[src/rtl/core/stb_pkg.sv]
package stb_pkg;

  localparam int NUM_TIMERS = 8;
  localparam int IDX_W      = (NUM_TIMERS > 1) ? $clog2(NUM_TIMERS) : 1;
  localparam int TIME_W     = 32;
  localparam int MASK_W     = 8;

  typedef enum logic [1:0] {
    CMD_TICK  = 2'd0,
    CMD_START = 2'd1,
    CMD_STOP  = 2'd2,
    CMD_QUERY = 2'd3
  } stb_cmd_e;

  typedef enum logic [1:0] {
    ST_STOPPED = 2'd0,
    ST_RUNNING = 2'd1,
    ST_TIMEOUT = 2'd2
  } stb_run_e;

  typedef enum logic [1:0] {
    S_IDLE,
    S_WALK,
    S_DRAIN,
    S_DONE
  } stb_state_e;

  typedef struct packed {
    logic [1:0]        command;
    logic [2:0]        timer_id;
    logic              timer_mode;
    logic [TIME_W-1:0] delay_ticks;
  } stb_in_t;

  typedef struct packed {
    logic [MASK_W-1:0] expired_mask;
    logic [1:0]        timer_status;
  } stb_out_t;

  // control from the sequencer to the timer bank
  typedef struct packed {
    logic              start;
    logic              stop;
    logic              walk_rd;
    logic [IDX_W-1:0]  idx;
    logic              periodic;
    logic [TIME_W-1:0] delay;
  } stb_req_t;

  typedef struct packed {
    logic             hit;
    logic [IDX_W-1:0] hit_idx;
    stb_run_e         status;
  } stb_rsp_t;

endpackage

[src/rtl/core/stb_bank.sv]
module stb_bank import stb_pkg::*; (
  input  logic              clk_i,
  input  logic              rst_ni,
  input  logic [TIME_W-1:0] count_i,
  input  stb_req_t          req_i,
  output stb_rsp_t          rsp_o
);

  // {reload_period, match_time} per timer
  logic [2*TIME_W-1:0] mem [NUM_TIMERS];
  logic [2*TIME_W-1:0] rdata_q;

  stb_run_e         run_q [NUM_TIMERS];
  stb_run_e         run_d [NUM_TIMERS];
  logic             per_q [NUM_TIMERS];
  logic             per_d [NUM_TIMERS];
  logic             p_vld_q, p_vld_d;
  logic [IDX_W-1:0] p_idx_q, p_idx_d;

  logic                we;
  logic [IDX_W-1:0]    waddr;
  logic [2*TIME_W-1:0] wdata;
  logic                hit;
  logic [TIME_W-1:0]   rd_match, rd_period;

  assign rd_match  = rdata_q[TIME_W-1:0];
  assign rd_period = rdata_q[2*TIME_W-1:TIME_W];
  assign p_vld_d   = req_i.walk_rd;
  assign p_idx_d   = req_i.idx;

  always_comb begin
    run_d = run_q;
    per_d = per_q;
    we    = 1'b0;
    waddr = req_i.idx;
    wdata = {req_i.delay, count_i + req_i.delay};
    hit   = 1'b0;
    if (req_i.start) begin
      run_d[req_i.idx] = ST_RUNNING;
      per_d[req_i.idx] = req_i.periodic;
      we               = 1'b1;
    end else if (req_i.stop) begin
      run_d[req_i.idx] = ST_STOPPED;
    end
    if (p_vld_q) begin
      waddr = p_idx_q;
      wdata = {rd_period, count_i + rd_period};
      case (run_q[p_idx_q])
        ST_RUNNING: begin
          if (rd_match <= count_i) begin
            run_d[p_idx_q] = ST_TIMEOUT;
            hit            = 1'b1;
          end
        end
        ST_TIMEOUT: begin
          if (per_q[p_idx_q]) begin
            run_d[p_idx_q] = ST_RUNNING;
            we             = 1'b1;
          end else begin
            run_d[p_idx_q] = ST_STOPPED;
          end
        end
        default: ;
      endcase
    end
  end

  always_ff @(posedge clk_i or negedge rst_ni) begin
    if (!rst_ni) begin
      for (int i = 0; i < NUM_TIMERS; i++) begin
        run_q[i] <= ST_STOPPED;
        per_q[i] <= 1'b0;
      end
      p_vld_q <= 1'b0;
      p_idx_q <= '0;
    end else begin
      run_q   <= run_d;
      per_q   <= per_d;
      p_vld_q <= p_vld_d;
      p_idx_q <= p_idx_d;
    end
  end

  always_ff @(posedge clk_i) begin
    if (we) begin
      mem[waddr] <= wdata;
    end
    if (req_i.walk_rd) begin
      rdata_q <= mem[req_i.idx];
    end
  end

  assign rsp_o.hit     = hit;
  assign rsp_o.hit_idx = p_idx_q;
  assign rsp_o.status  = run_q[req_i.idx];

endmodule

[src/rtl/core/soft_timer_bank.sv]
// Bank of software timers sharing one 32-bit tick count, advanced by each tick.
// Input channel (in_valid_i / in_stall_o / in_data_i) carries one command
// item: tick, start, stop or query. Output channel (out_valid_o /
// out_stall_i / out_data_o) returns exactly one result item per command:
// the expired mask (tick only) and the addressed timer's status.
// A tick walks the timer table one entry per cycle through the single
// match/period memory (read, compare, write back); its result is
// registered after the walk, a drain state and the final state. Start,
// stop and query skip the walk and go straight to the final state, which
// loads the output register.
// One item is worked at a time; in_stall_o is high while an item is busy.
// A finished result sits in the output register; if the receiver stalls
// and a new result is ready, the sequencer holds in its final state and
// input stays stalled until the register frees.
// Reset clears the tick count, all timer states (stopped, one-shot) and
// the output valid flag; the memory needs no clearing since an entry's value
// is used only after a start has written it.
module soft_timer_bank import stb_pkg::*; (
  input  logic     clk_i,
  input  logic     rst_ni,
  input  logic     in_valid_i,
  output logic     in_stall_o,
  input  stb_in_t  in_data_i,
  output logic     out_valid_o,
  input  logic     out_stall_i,
  output stb_out_t out_data_o
);

  stb_state_e        state_q, state_d;
  logic [TIME_W-1:0] count_q, count_d;
  logic [IDX_W-1:0]  walk_q, walk_d;
  logic [MASK_W-1:0] mask_q, mask_d;
  logic [1:0]        cmd_q, cmd_d;
  logic [IDX_W-1:0]  id_q, id_d;
  logic              id_ok_q, id_ok_d;
  logic              out_valid_q, out_valid_d;
  stb_out_t          out_q, out_d;

  logic              in_acc;
  logic              id_ok;
  stb_req_t          req;
  stb_rsp_t          rsp;

  assign in_acc = in_valid_i && !in_stall_o;
  assign id_ok  = 32'(in_data_i.timer_id) < NUM_TIMERS;

  always_comb begin
    state_d     = state_q;
    count_d     = count_q;
    walk_d      = walk_q;
    mask_d      = mask_q;
    cmd_d       = cmd_q;
    id_d        = id_q;
    id_ok_d     = id_ok_q;
    out_valid_d = out_valid_q && out_stall_i;
    out_d       = out_q;
    in_stall_o  = (state_q != S_IDLE);

    req          = '0;
    req.idx      = id_q;
    req.periodic = in_data_i.timer_mode;
    req.delay    = in_data_i.delay_ticks;

    if (rsp.hit) begin
      mask_d = mask_q | (MASK_W'(1) << rsp.hit_idx);
    end

    case (state_q)
      S_IDLE: begin
        if (in_acc) begin
          cmd_d   = in_data_i.command;
          id_d    = IDX_W'(in_data_i.timer_id);
          id_ok_d = id_ok;
          req.idx = IDX_W'(in_data_i.timer_id);
          if (in_data_i.command == CMD_TICK) begin
            count_d = count_q + 1'b1;
            walk_d  = '0;
            mask_d  = '0;
            state_d = S_WALK;
          end else begin
            req.start = (in_data_i.command == CMD_START) && id_ok;
            req.stop  = (in_data_i.command == CMD_STOP) && id_ok;
            state_d   = S_DONE;
          end
        end
      end
      S_WALK: begin
        req.walk_rd = 1'b1;
        req.idx     = walk_q;
        walk_d      = walk_q + 1'b1;
        if (walk_q == IDX_W'(NUM_TIMERS - 1)) begin
          state_d = S_DRAIN;
        end
      end
      S_DRAIN: begin
        state_d = S_DONE;
      end
      S_DONE: begin
        if (!out_valid_q || !out_stall_i) begin
          out_valid_d             = 1'b1;
          out_d.expired_mask      = (cmd_q == CMD_TICK) ? mask_q : '0;
          out_d.timer_status      = id_ok_q ? rsp.status : ST_STOPPED;
          state_d                 = S_IDLE;
        end
      end
      default: state_d = S_IDLE;
    endcase
  end

  always_ff @(posedge clk_i or negedge rst_ni) begin
    if (!rst_ni) begin
      state_q     <= S_IDLE;
      count_q     <= '0;
      walk_q      <= '0;
      mask_q      <= '0;
      cmd_q       <= CMD_TICK;
      id_q        <= '0;
      id_ok_q     <= 1'b0;
      out_valid_q <= 1'b0;
    end else begin
      state_q     <= state_d;
      count_q     <= count_d;
      walk_q      <= walk_d;
      mask_q      <= mask_d;
      cmd_q       <= cmd_d;
      id_q        <= id_d;
      id_ok_q     <= id_ok_d;
      out_valid_q <= out_valid_d;
    end
  end

  always_ff @(posedge clk_i) begin
    out_q <= out_d;
  end

  stb_bank u_bank (
    .clk_i   (clk_i),
    .rst_ni  (rst_ni),
    .count_i (count_d),
    .req_i   (req),
    .rsp_o   (rsp)
  );

  assign out_valid_o = out_valid_q;
  assign out_data_o  = out_q;

  a_load_from_done: assert property (@(posedge clk_i) disable iff (!rst_ni)
    $rose(out_valid_o) |-> $past(state_q == S_DONE))
    else $error("result appeared outside the final state");

  a_mask_tick_only: assert property (@(posedge clk_i) disable iff (!rst_ni)
    (state_q == S_DONE && cmd_q != CMD_TICK && (!out_valid_q || !out_stall_i))
      |-> (out_d.expired_mask == '0))
    else $error("expired mask set on a non-tick item");

  a_status_legal: assert property (@(posedge clk_i) disable iff (!rst_ni)
    out_valid_o |-> (out_data_o.timer_status != 2'd3))
    else $error("illegal timer status");

  a_walk_end: assert property (@(posedge clk_i) disable iff (!rst_ni)
    (state_q == S_WALK && walk_q == IDX_W'(NUM_TIMERS - 1)) |=> (state_q == S_DRAIN))
    else $error("table walk did not end after the last entry");

  a_busy_stall: assert property (@(posedge clk_i) disable iff (!rst_ni)
    (state_q == S_WALK || state_q == S_DRAIN) |-> in_stall_o)
    else $error("input open during table walk");

endmodule
[config.mk]
export PLATFORM = sky130hd
export DESIGN_NAME = soft_timer_bank
export DESIGN_NICKNAME = d
export VERILOG_FILES = /design/src/rtl/core/stb_pkg.sv /design/src/rtl/core/stb_bank.sv /design/src/rtl/core/soft_timer_bank.sv
export SDC_FILE = /design/constraint.sdc
export NUM_CORES = 1
export LEC_CHECK = 0
export ABC_AREA = 0
export BUFFER_PORTS_ARGS = -buffer_cell sky130_fd_sc_hd__buf_2
export CAP_MARGIN = 20
export CORE_UTILIZATION = 60
export DETAILED_ROUTE_END_ITERATION = 16
export PLACE_DENSITY = 0.78
export RECOVER_POWER = 25
export SYNTH_ARGS = -nofsm -noshare
export SYNTH_HDL_FRONTEND = slang
export SYNTH_SLANG_ARGS = --single-unit
[constraint.sdc]
create_clock -name clk_i -period 9.1 [get_ports clk_i]
set_clock_uncertainty 0.2 [all_clocks]
set_input_delay 0.91 -clock clk_i [delete_from_list [all_inputs] [get_ports clk_i]]
set_output_delay 0.91 -clock clk_i [all_outputs]
set_load 0.03 [all_outputs]
==> results.cfg <==
[critical_path]
crit_slowest_cell = clkbuf_1
reg2reg_slack_ns = 2.48
r2r_cells = 11
crit_path_frequent_cell = o211ai_1
arrival_ns = 6.76
rr_startpoint = u_bank.p_vld_q
path_class = reg -> reg
critPathLaunch = u_bank.p_vld_q
cp-start-kind = flop
critPathTopFamily = compound AO/OA/AOI/OAI gates
critPathCaptureType = flop
r2r_end = u_bank.mem[5][28]
timing.critical_path.cells = clkbuf_1 > mux2_2 > ha_1 > fa_1 > a21oi_1 > o211ai_1 > o211ai_1 > nand3_1 > a311oi_1 > o21ai_0 > xor2_1
crit_fanout = 29
critical_path.max_stage_delay_ns = 1.39
required_ns = 9.25
cp.depth = 11
crit_path_end = u_bank.mem[5][28]
path_buf_inv = 1

[clock_tree]
post-cts-setup-buffer-count = 0
cts.sinks = 666
cts_max_path_buffers = 3
cts_root_buffer = clkbuf_16
insertion_delay_ns = 0.62
cts_inserted_buffers = 68
htreeDepth = 3
cts_tree = done
path_clk_slew_ns = 0.06

[sta]
slew_headroom = -1.23
period_share = 0.727
timing.final.max_slew_violations = 157
max_freq_ghz = 0.151
setup_tns_ns = 0
rsz0062_at_grt = false
period_minus_slack_ns = 6.62
finalSetupViolCount = 0
final_hold_viol_count = 0
tightest_slew_ns = 3.34

[pwr]
power_density_mw_per_mm2 = 378
total_power_w = 0.0121
p_leak_nw = 11.4
vdd_drop_max_v = 0.000342

[route]
vias_per_cell = 6.53
ant_nets = 0
vias = 19100
wl_per_cell_um = 25.5
drc_errors = 0
wl_um = 74600
dr.pass1.iters = 6
drtIter0Drc = 2667

[logic_synthesis]
synthFlopType = edfxtp_1
ys_seq_elements = 666
synth_cells = 2219
yosys.area_share.adder = 0.0324
synth_warnings = 0
synth_edf_count = 586
syn_nets = 2335
synth_compound_area_frac = 0.119
synth_cell_types = 70
seq_area_frac_synth = 0.680
syn_avg_cell_area_um2 = 13.0
synthMuxAreaShare = 0.0316
synthXorXnorAreaFrac = 0.0185
synth-simple-area-share = 0.0947
ys_async_sr_fraction = 0.120
synth_area_mm2 = 0.0288
synth_top_family_by_area = compound AO/OA/AOI/OAI gates

[outcome]
violations = max-capacitance violations, max-slew violations
status = finished, violations left

[layout]
fill_cells = 3217
area_delta_synth_final_pct = 10.8
finalNetCount = 2380
layout_commonest_cell = edfxtp_1
antenna_cells = 0
drive_gt1_frac = 0.0993
mostFrequentLayoutCells = 586 x edfxtp_1, 380 x nand2_1, 300 x a21oi_1

[global_route]
grt_pass1_wl_um = 113000
grt_antenna_before_repair = 1
grt_max_degree = 80
grtUsageTotal = 0.308
grt_pass1_vias = 18900
grt-ovfl-total = 0

[placement]
gp_congestion = 0.911
numPortBuffers = 53
place_hpwl_um = 42700

[flow_run]
cap_violations = 4

[floorplanning]
die_h_um = 221
core_area_mm2 = 0.0470
die_area_mm2 = 0.0489
start_util = 0.614
die_x_um = 221
pin_count = 54
row_count = 79

[hold_path]
hold_start = u_bank.per_q[3]
hold_path.class = reg -> reg
min_path_cells = 1
==> power by group <==
| part | leakage [nW] | switching, W | internal [W] |
|---|---|---|---|
| combinational | 3.94 | 0.00342 | 0.00142 |
| sequential | 6.36 | 0.000204 | 0.00420 |
| clock | 1.09 | 0.00117 | 0.00165 |
==> cells in the mapped netlist, types with 15 or more instances <==
master    number  area share
nand3_1       63       0.011
nand2_1      380       0.050
a211oi_1      37      0.0096
nor2_1        57      0.0074
a21oi_1      300       0.052
a22oi_1       16      0.0042
and2_1        24      0.0052
a221o_1       29       0.010
ha_1          73       0.032
clkbuf_1      54      0.0070
xor2_1        30      0.0091
mux2i_1       22      0.0076
edfxtp_1     586        0.61
dfrtp_1       80       0.069
buf_2         41      0.0071
nor3_1        31      0.0054
o21ai_0       64       0.011
and3_1        15      0.0033
nand4_1       17      0.0037
mux2_2        46       0.018
o211ai_1      15      0.0039
a21o_1        17      0.0044
inv_1         51      0.0066
xnor2_1       31      0.0094
==> flip-flops by register name, indices dropped and copies added, names as in the netlist, 3 cells and up <==
signal,flops
u_bank.rdata_q,64
out_data_o,10
mask_q,8
u_bank.per_q,8
id_q,3
walk_q,3
u_bank.run_q,16
u_bank.p_idx_q,3
count_q,32
u_bank.mem,512
==> stage by stage <==
| stage | cells | setup slack [ns] | area, um^2 | util | hold slack [ns] |
|---|---|---|---|---|---|
| 2_1_floorplan | 2219 | 3.20 | 28800 | - | 0.243 |
| 3_3_place_gp | 2795 | 3.10 | 29600 | 0.631 | 0.270 |
| 3_5_place_dp | 2796 | 2.80 | 29700 | 0.632 | 0.286 |
| 4_1_cts | 2919 | 2.75 | 31900 | 0.680 | 0.298 |
| 5_1_grt | 2923 | 2.21 | 31900 | 0.680 | 0.310 |
| 6_report | 2923 | 2.48 | 31900 | 0.680 | 0.297 |
==> logic make-up (layout without fill, tap and decap cells) <==
kind of cell    Yosys count  after routing
flops                   666            666
simple gates            620            620
compound gates          555            555
buf+inv                 166            263
mux                      77             77
fa+ha+maj                74             74
xor+xnor                 61             61
==> area by class of cell <==
type                       count  area [um^2]  area share
clock buffer                  80         1800      0.0564
clock inverter                42          430      0.0135
inverter                      54          206     0.00647
multi-input combinational   1387         8580       0.269
sequential                   666        19600       0.614
tap                          607          759      0.0238
timing repair buffer          87          548      0.0172
==> per-layer routing <==
metal,GRT usage,up-vias,wire length (um)
met5,0,-,0
met4,0.147,0,3240
met3,0.0470,183,6720
met2,0.499,1107,35600
met1,0.413,9413,29000
li1,-,8374,-
==> how the worst min path moves through the flow <==
stage	endpoint	slack (ns)
after floorplan	id_ok_q	0.24
after global placement	mask_q[0]	0.27
after detailed placement	mask_q[4]	0.29
after CTS	mask_q[4]	0.30
after global routing	mask_q[4]	0.31
final	u_bank.per_q[3]	0.30
==> repair_timing <==
| action | 4_1_cts | 5_1_grt |
|---|---|---|
| hold buffers | 1 | 0 |
| endpoints found under the hold margin | 22 | 0 |
| gates resized for setup | 0 | 0 |
(Power assumes the default switching activity.)
